[src/design/s256_pkg.sv]
`default_nettype none
// ----------------------------------------------------------------------------
// s256_pkg
// Shared constants and functions of the SHA-256 stream hasher: the round
// constants, the initial hash values and the sigma functions of one round.
// ----------------------------------------------------------------------------
package s256_pkg;

    localparam int unsigned WordWidth   = 32;
    localparam int unsigned HashWords   = 8;
    localparam int unsigned BlockBytes  = 64;
    localparam int unsigned BlockBits   = 512;
    localparam int unsigned LengthBits  = 64;
    localparam int unsigned RoundCount  = 64;

    localparam logic [7:0] PadMarkByte  = 8'h80;
    localparam logic [5:0] LengthOffset = 6'd56;
    localparam logic [5:0] LastByteSlot = 6'd63;
    localparam logic [5:0] LastRound    = 6'd63;
    localparam logic [2:0] LastWordIdx  = 3'd7;

    typedef logic [WordWidth-1:0] t_word;

    function automatic t_word ror32(input t_word x, input int unsigned n);
        ror32 = (x >> n) | (x << (WordWidth - n));
    endfunction

    function automatic t_word big_sigma0(input t_word x);
        big_sigma0 = ror32(x, 2) ^ ror32(x, 13) ^ ror32(x, 22);
    endfunction

    function automatic t_word big_sigma1(input t_word x);
        big_sigma1 = ror32(x, 6) ^ ror32(x, 11) ^ ror32(x, 25);
    endfunction

    function automatic t_word small_sigma0(input t_word x);
        small_sigma0 = ror32(x, 7) ^ ror32(x, 18) ^ (x >> 3);
    endfunction

    function automatic t_word small_sigma1(input t_word x);
        small_sigma1 = ror32(x, 17) ^ ror32(x, 19) ^ (x >> 10);
    endfunction

    function automatic t_word initial_hash(input logic [2:0] idx);
        case (idx)
            3'd0:    initial_hash = 32'h6a09e667;
            3'd1:    initial_hash = 32'hbb67ae85;
            3'd2:    initial_hash = 32'h3c6ef372;
            3'd3:    initial_hash = 32'ha54ff53a;
            3'd4:    initial_hash = 32'h510e527f;
            3'd5:    initial_hash = 32'h9b05688c;
            3'd6:    initial_hash = 32'h1f83d9ab;
            default: initial_hash = 32'h5be0cd19;
        endcase
    endfunction

    function automatic t_word round_k(input logic [5:0] idx);
        case (idx)
            6'd0:  round_k = 32'h428a2f98;  6'd1:  round_k = 32'h71374491;
            6'd2:  round_k = 32'hb5c0fbcf;  6'd3:  round_k = 32'he9b5dba5;
            6'd4:  round_k = 32'h3956c25b;  6'd5:  round_k = 32'h59f111f1;
            6'd6:  round_k = 32'h923f82a4;  6'd7:  round_k = 32'hab1c5ed5;
            6'd8:  round_k = 32'hd807aa98;  6'd9:  round_k = 32'h12835b01;
            6'd10: round_k = 32'h243185be;  6'd11: round_k = 32'h550c7dc3;
            6'd12: round_k = 32'h72be5d74;  6'd13: round_k = 32'h80deb1fe;
            6'd14: round_k = 32'h9bdc06a7;  6'd15: round_k = 32'hc19bf174;
            6'd16: round_k = 32'he49b69c1;  6'd17: round_k = 32'hefbe4786;
            6'd18: round_k = 32'h0fc19dc6;  6'd19: round_k = 32'h240ca1cc;
            6'd20: round_k = 32'h2de92c6f;  6'd21: round_k = 32'h4a7484aa;
            6'd22: round_k = 32'h5cb0a9dc;  6'd23: round_k = 32'h76f988da;
            6'd24: round_k = 32'h983e5152;  6'd25: round_k = 32'ha831c66d;
            6'd26: round_k = 32'hb00327c8;  6'd27: round_k = 32'hbf597fc7;
            6'd28: round_k = 32'hc6e00bf3;  6'd29: round_k = 32'hd5a79147;
            6'd30: round_k = 32'h06ca6351;  6'd31: round_k = 32'h14292967;
            6'd32: round_k = 32'h27b70a85;  6'd33: round_k = 32'h2e1b2138;
            6'd34: round_k = 32'h4d2c6dfc;  6'd35: round_k = 32'h53380d13;
            6'd36: round_k = 32'h650a7354;  6'd37: round_k = 32'h766a0abb;
            6'd38: round_k = 32'h81c2c92e;  6'd39: round_k = 32'h92722c85;
            6'd40: round_k = 32'ha2bfe8a1;  6'd41: round_k = 32'ha81a664b;
            6'd42: round_k = 32'hc24b8b70;  6'd43: round_k = 32'hc76c51a3;
            6'd44: round_k = 32'hd192e819;  6'd45: round_k = 32'hd6990624;
            6'd46: round_k = 32'hf40e3585;  6'd47: round_k = 32'h106aa070;
            6'd48: round_k = 32'h19a4c116;  6'd49: round_k = 32'h1e376c08;
            6'd50: round_k = 32'h2748774c;  6'd51: round_k = 32'h34b0bcb5;
            6'd52: round_k = 32'h391c0cb3;  6'd53: round_k = 32'h4ed8aa4a;
            6'd54: round_k = 32'h5b9cca4f;  6'd55: round_k = 32'h682e6ff3;
            6'd56: round_k = 32'h748f82ee;  6'd57: round_k = 32'h78a5636f;
            6'd58: round_k = 32'h84c87814;  6'd59: round_k = 32'h8cc70208;
            6'd60: round_k = 32'h90befffa;  6'd61: round_k = 32'ha4506ceb;
            6'd62: round_k = 32'hbef9a3f7;  6'd63: round_k = 32'hc67178f2;
            default: round_k = 32'h00000000;
        endcase
    endfunction

endpackage
`default_nettype wire

[src/design/sha256_stream_hasher.sv]
`default_nettype none
// ----------------------------------------------------------------------------
// sha256_stream_hasher
// Byte-serial SHA-256 hasher with padding, length encoding and digest output.
// ----------------------------------------------------------------------------
// The hasher takes one request per cycle while it collects bytes into a
// 512-bit block, and drops o_ready each time a block fills, while it loads
// the working variables, runs the rounds, which share one round unit, and
// adds the working variables into the hash; it takes no new byte until it
// is through with the block. An end mark then appends the padding bytes
// (up to 72 when the length spills into a second block) and runs the
// compressions, after which the eight digest words are offered on the
// output channel one per cycle while i_ready is high, and the hasher
// returns to its initial state.
module sha256_stream_hasher (
    input  wire         i_clk,
    input  wire         i_rst_n,
    input  wire         i_valid,
    output logic        o_ready,
    input  wire  [7:0]  i_data_byte,
    input  wire         i_byte_present,
    input  wire         i_end_of_message,
    output logic        o_valid,
    input  wire         i_ready,
    output logic [31:0] o_digest_word,
    output logic [2:0]  o_word_number,
    output logic        o_last_word
);

    typedef enum logic [2:0] {
        ST_IDLE,
        ST_LOAD,
        ST_ROUND,
        ST_ADD,
        ST_PAD,
        ST_OUT
    } t_state;

    t_state                                r_state;
    s256_pkg::t_word                       r_h [s256_pkg::HashWords];
    s256_pkg::t_word                       r_v [s256_pkg::HashWords];
    logic [s256_pkg::BlockBits-1:0]        r_blk;
    logic [5:0]                            r_count;
    logic [5:0]                            r_round;
    logic [s256_pkg::LengthBits-1:0]       r_bits;
    logic [s256_pkg::LengthBits-1:0]       r_len;
    logic                                  r_end;
    logic                                  r_mark;
    logic                                  r_len_ok;
    logic                                  r_last;
    logic [2:0]                            r_idx;

    logic [s256_pkg::LengthBits-1:0]       n_bits;
    s256_pkg::t_word                       w_cur;
    s256_pkg::t_word                       w_new;
    s256_pkg::t_word                       t1;
    s256_pkg::t_word                       t2;
    s256_pkg::t_word                       ch;
    s256_pkg::t_word                       maj;
    logic [7:0]                            pad_byte;
    logic                                  len_slot;

    assign o_ready       = (r_state == ST_IDLE);
    assign o_valid       = (r_state == ST_OUT);
    assign o_digest_word = r_h[r_idx];
    assign o_word_number = r_idx;
    assign o_last_word   = (r_idx == s256_pkg::LastWordIdx);

    assign n_bits = i_byte_present ? r_bits + 64'd8 : r_bits;

    // Message schedule: the oldest word of the window sits at the top.
    assign w_cur = r_blk[511:480];
    assign w_new = r_blk[511:480] + s256_pkg::small_sigma0(r_blk[479:448])
                 + r_blk[223:192] + s256_pkg::small_sigma1(r_blk[63:32]);

    assign ch  = (r_v[4] & r_v[5]) ^ (~r_v[4] & r_v[6]);
    assign maj = (r_v[0] & r_v[1]) ^ (r_v[0] & r_v[2]) ^ (r_v[1] & r_v[2]);
    assign t1  = r_v[7] + s256_pkg::big_sigma1(r_v[4]) + ch
               + s256_pkg::round_k(r_round) + w_cur;
    assign t2  = s256_pkg::big_sigma0(r_v[0]) + maj;

    assign len_slot = r_mark && r_len_ok && (r_count >= s256_pkg::LengthOffset);

    always_comb begin
        if (!r_mark) begin
            pad_byte = s256_pkg::PadMarkByte;
        end else if (len_slot) begin
            pad_byte = r_len[63:56];
        end else begin
            pad_byte = 8'h00;
        end
    end

    always_ff @(posedge i_clk) begin
        if (!i_rst_n) begin
            r_state  <= ST_IDLE;
            r_count  <= '0;
            r_round  <= '0;
            r_bits   <= '0;
            r_end    <= 1'b0;
            r_mark   <= 1'b0;
            r_len_ok <= 1'b0;
            r_last   <= 1'b0;
            r_idx    <= '0;
            for (int i = 0; i < s256_pkg::HashWords; i++) begin
                r_h[i] <= s256_pkg::initial_hash(3'(i));
            end
        end else begin
            case (r_state)
                ST_IDLE: begin
                    if (i_valid) begin
                        r_bits <= n_bits;
                        r_end  <= i_end_of_message;
                        if (i_end_of_message) begin
                            r_len <= n_bits;
                        end
                        if (i_byte_present) begin
                            r_blk   <= {r_blk[503:0], i_data_byte};
                            r_count <= r_count + 6'd1;
                        end
                        if (i_byte_present && r_count == s256_pkg::LastByteSlot) begin
                            r_state <= ST_LOAD;
                        end else if (i_end_of_message) begin
                            r_state <= ST_PAD;
                        end
                    end
                end
                ST_LOAD: begin
                    for (int i = 0; i < s256_pkg::HashWords; i++) begin
                        r_v[i] <= r_h[i];
                    end
                    r_round <= '0;
                    r_state <= ST_ROUND;
                end
                ST_ROUND: begin
                    r_v[7]  <= r_v[6];
                    r_v[6]  <= r_v[5];
                    r_v[5]  <= r_v[4];
                    r_v[4]  <= r_v[3] + t1;
                    r_v[3]  <= r_v[2];
                    r_v[2]  <= r_v[1];
                    r_v[1]  <= r_v[0];
                    r_v[0]  <= t1 + t2;
                    r_blk   <= {r_blk[479:0], w_new};
                    r_round <= r_round + 6'd1;
                    if (r_round == s256_pkg::LastRound) begin
                        r_state <= ST_ADD;
                    end
                end
                ST_ADD: begin
                    for (int i = 0; i < s256_pkg::HashWords; i++) begin
                        r_h[i] <= r_h[i] + r_v[i];
                    end
                    if (r_last) begin
                        r_idx   <= '0;
                        r_state <= ST_OUT;
                    end else if (r_end) begin
                        if (r_mark) begin
                            r_len_ok <= 1'b1;
                        end
                        r_state <= ST_PAD;
                    end else begin
                        r_state <= ST_IDLE;
                    end
                end
                ST_PAD: begin
                    r_blk   <= {r_blk[503:0], pad_byte};
                    r_count <= r_count + 6'd1;
                    if (!r_mark) begin
                        r_mark <= 1'b1;
                        if (r_count < s256_pkg::LengthOffset) begin
                            r_len_ok <= 1'b1;
                        end
                    end
                    if (len_slot) begin
                        r_len <= {r_len[55:0], 8'h00};
                        if (r_count == s256_pkg::LastByteSlot) begin
                            r_last <= 1'b1;
                        end
                    end
                    if (r_count == s256_pkg::LastByteSlot) begin
                        r_state <= ST_LOAD;
                    end
                end
                ST_OUT: begin
                    if (i_ready) begin
                        r_idx <= r_idx + 3'd1;
                        if (r_idx == s256_pkg::LastWordIdx) begin
                            r_state  <= ST_IDLE;
                            r_bits   <= '0;
                            r_end    <= 1'b0;
                            r_mark   <= 1'b0;
                            r_len_ok <= 1'b0;
                            r_last   <= 1'b0;
                            r_count  <= '0;
                            for (int i = 0; i < s256_pkg::HashWords; i++) begin
                                r_h[i] <= s256_pkg::initial_hash(3'(i));
                            end
                        end
                    end
                end
                default: begin
                    r_state <= ST_IDLE;
                end
            endcase
        end
    end

endmodule
`default_nettype wire
[config.mk]
export PLATFORM = sky130hd
export DESIGN_NAME = sha256_stream_hasher
export DESIGN_NICKNAME = d
export VERILOG_FILES = /design/src/design/s256_pkg.sv /design/src/design/sha256_stream_hasher.sv
export SDC_FILE = /design/constraint.sdc
export NUM_CORES = 2
export LEC_CHECK = 0
export BUFFER_PORTS_ARGS = -buffer_cell sky130_fd_sc_hd__buf_2
export CORE_MARGIN = 8
export CORE_UTILIZATION = 60
export DETAILED_ROUTE_END_ITERATION = 10
export PLACE_DENSITY = 0.75
export REMOVE_ABC_BUFFERS = 1
export SYNTH_ARGS = -nofsm -noshare
export SYNTH_HDL_FRONTEND = slang
export SYNTH_SLANG_ARGS = --single-unit
[constraint.sdc]
create_clock -name i_clk -period 55.4 [get_ports i_clk]
set_clock_uncertainty 0.2 [all_clocks]
set_input_delay 8.31 -clock i_clk [delete_from_list [all_inputs] [get_ports i_clk]]
set_output_delay 8.31 -clock i_clk [all_outputs]
set_load 0.005 [all_outputs]
==> results.ini <==
[critical_path]
path_max_fanout = 34
startpoint_type = flop
cpPeakStageDelay_ns = 0.81
path_delay_family = multiplexers
critPathRequiredTime_ns = 46.89
r2r-start = r_v[1][25]
endpoint_kind = primary output
rr_worst_depth = 33
reg2reg_to = r_v[0][31]
cp.buffers_inverters = 2
crit_chain = buf_4, mux4_2, mux2_2, buf_2
cp_data_arrival_time_ns = 3.54
rrSetupSlack_ns = 45.81
cp_slowest_cell = dfxtp_4
worstSetupPathType = flop to primary output

[cts]
clock_path_buffers = 3
clk_latency_ns = 0.80
htree_levels = 4
clock_tree.root_cell = clkbuf_16
cts_tree = done
cts.sinks = 1203
ctsHoldBuffers = 0
cts_made_buffers = 140
post_cts_buffers = 0
clkTransAtPathRegs_ns = 0.06
ctsResizeCount = 0

[pwr]
power_density_nw_per_um2 = 39.1
p_total_w = 0.00333
power.leakage_nw = 34.9
vdd_drop_max_mv = 0.0374

[global_routing]
grt_max_degree = 254
grt_use_total_pct = 30.4
overflow = 0
grt_pass1_vias = 60300
antenna_found_initial = 4
grt_pass1_wl_mm = 350

[cells_and_area]
areaGrowthSynthToFinish_pct = 7.46
num-fill-cells = 10600
regArea_sq_um = 33700
fin_area_sq_um = 85200
finalNetCount = 9142
multiInputGateArea_sq_um = 42100
drive_above_1_share_pct = 5.81

[place]
dpl.hpwl_mm = 162
gp_congestion = 0.993
postPlaceCellArea_sq_um = 80600
place_ws_ns = 42.85
port_buffers = 51

[sta]
period_needed_ns = 12.05
rsz0062_at_grt = no
fin_crit_sh_pct = 21.7
slew_violations = 0
setup_ws_ns = 43.35
hold_violations = 0
setup_viol = 0
whs_ns = 0.285
fmax_mhz = 83.0
slew_headroom_pct = 12.4
worst_slew_pin_slew_ns = 1.31
setup_tns_ns = 0

[logic_synthesis]
synth_edf_count = 957
yosysWarnings = 0
synth.avg_cell_area_sq_um = 9.05
async_flop_share_pct = 0
yosysTopAreaCellShare_pct = 36.2
synth_ff_type = edfxtp_1
synth_common_cells = nand2_1, edfxtp_1, o21ai_0
ys_seq_area_share_pct = 42.5
synth_most_common_cell = nand2_1
yosys_register_bits = 1203
synth_area_leaders = edfxtp_1, nand2_1, ha_1, dfxtp_1, fa_1
ys_types = 95
synthCells = 8762
synth_largest_area_cell = edfxtp_1
synth_area_sq_um = 79300

[floorplanning]
num_rows = 133
core_area_sq_um = 131000
initial_core_util_pct = 60.4
fp.dieW_um = 380
die_area_sq_um = 144000
die_y_um = 380
io_pins = 52

[min_path]
hp-start = r_count[5]
min_path_cells = 2
hold_class = flop to flop
hold_end = r_count[5]

[detailed_routing]
first_pass_iters = 6
drc_errors = 0
routed_via_density = 6.15
via_count = 64000
wire_per_inst_um = 22.0
drt_iter0_markers = 7686
ant_nets = 0
wl_mm = 229

[outcome]
outcome = completed

[job]
maxCapViolCount = 0

[registers in the layout (all words and copies together) (netlist names), named ones only]
name,cells
r_state,3
r_blk,512
o_word_number,3
r_v,256
r_last,1
r_h,256
r_mark,1
r_bits,61
r_end,1
r_round,6
r_len_ok,1
r_len,61
r_count,6
[layer usage]
metal,share of wire [%],vias up,track usage [%]
li1,-,29700,-
met1,42,30700,44.0
met2,43,3125,45.4
met3,10,513,6.33
met4,3.9,2,11.0
met5,0.0052,-,0
[how the worst max path moves through the flow]
stage,start,end,slack [ns],cells after the start
floorplan,i_valid,r_blk[0],7.51,2
global placement,i_rst_n,r_blk[100],42.91,6
detailed placement,i_rst_n,r_blk[100],42.85,6
CTS,flop,o_digest_word[6],43.28,4
global route,flop,o_digest_word[10],43.17,4
finish,flop,o_digest_word[10],43.35,4
[power breakdown]
part	internal, W	switching (W)	total [W]	leakage (nW)
clock network	0.000547	0.000395	0.000941	2.23
registers	0.00103	0.0000371	0.00107	10.6
logic	0.000524	0.000798	0.00132	22.1
[cell type report]
class | count | share of cell area (%)
Multi-Input combinational cell | 6590 | 49.4
Sequential cell | 1203 | 39.5
Clock buffer | 197 | 4.53
Tap cell | 1755 | 2.58
Inverter | 484 | 2.14
Timing Repair Buffer | 120 | 0.969
Clock inverter | 63 | 0.868
Antenna cell | 2 | 0.00587
[logic make-up (layout without fill, tap and decap cells)]
logic type	after synthesis	in the layout	synth area share, %
compound gates	1709	1709	13.3
xor+xnor	627	627	6.93
fa+ha+maj	593	593	11.2
buf+inv	969	864	4.60
flops	1203	1203	42.5
mux	140	140	2.85
other cells	0	2	0
simple gates	3521	3521	18.6
[metrics by stage]
| stage | util (%) | std cells |
|---|---|---|
| floorplan | - | 8277 |
| global placement | 61.4 | 10200 |
| detailed placement | 61.4 | 10200 |
| CTS | 64.9 | 10400 |
| global route | 64.9 | 10400 |
| finish | 64.9 | 10400 |
[cell usage in the layout (no fill, tap or decap), types with 58 or more instances in the layout]
cell type     n
and3_1       58
inv_1       481
o21ai_0     558
fa_1        195
nor2b_1     100
buf_4        66
edfxtp_1    957
mux4_2       65
o211ai_1     77
nand3_1     101
a21oi_1     436
nor2_1      356
xor2_1      283
nand2_1    2504
dfxtp_1     243
nor3_1      121
a21o_1      166
clkbuf_16   143
nand2b_1     61
ha_1        394
xnor2_1     344
[worst min-delay path, stage by stage (launching register included)]
cell	delay, ns
dfxtp_1	0.31
o21ai_0	0.07
a21oi_1	0.06
No activity file was read; power rests on OpenSTA's default activity.
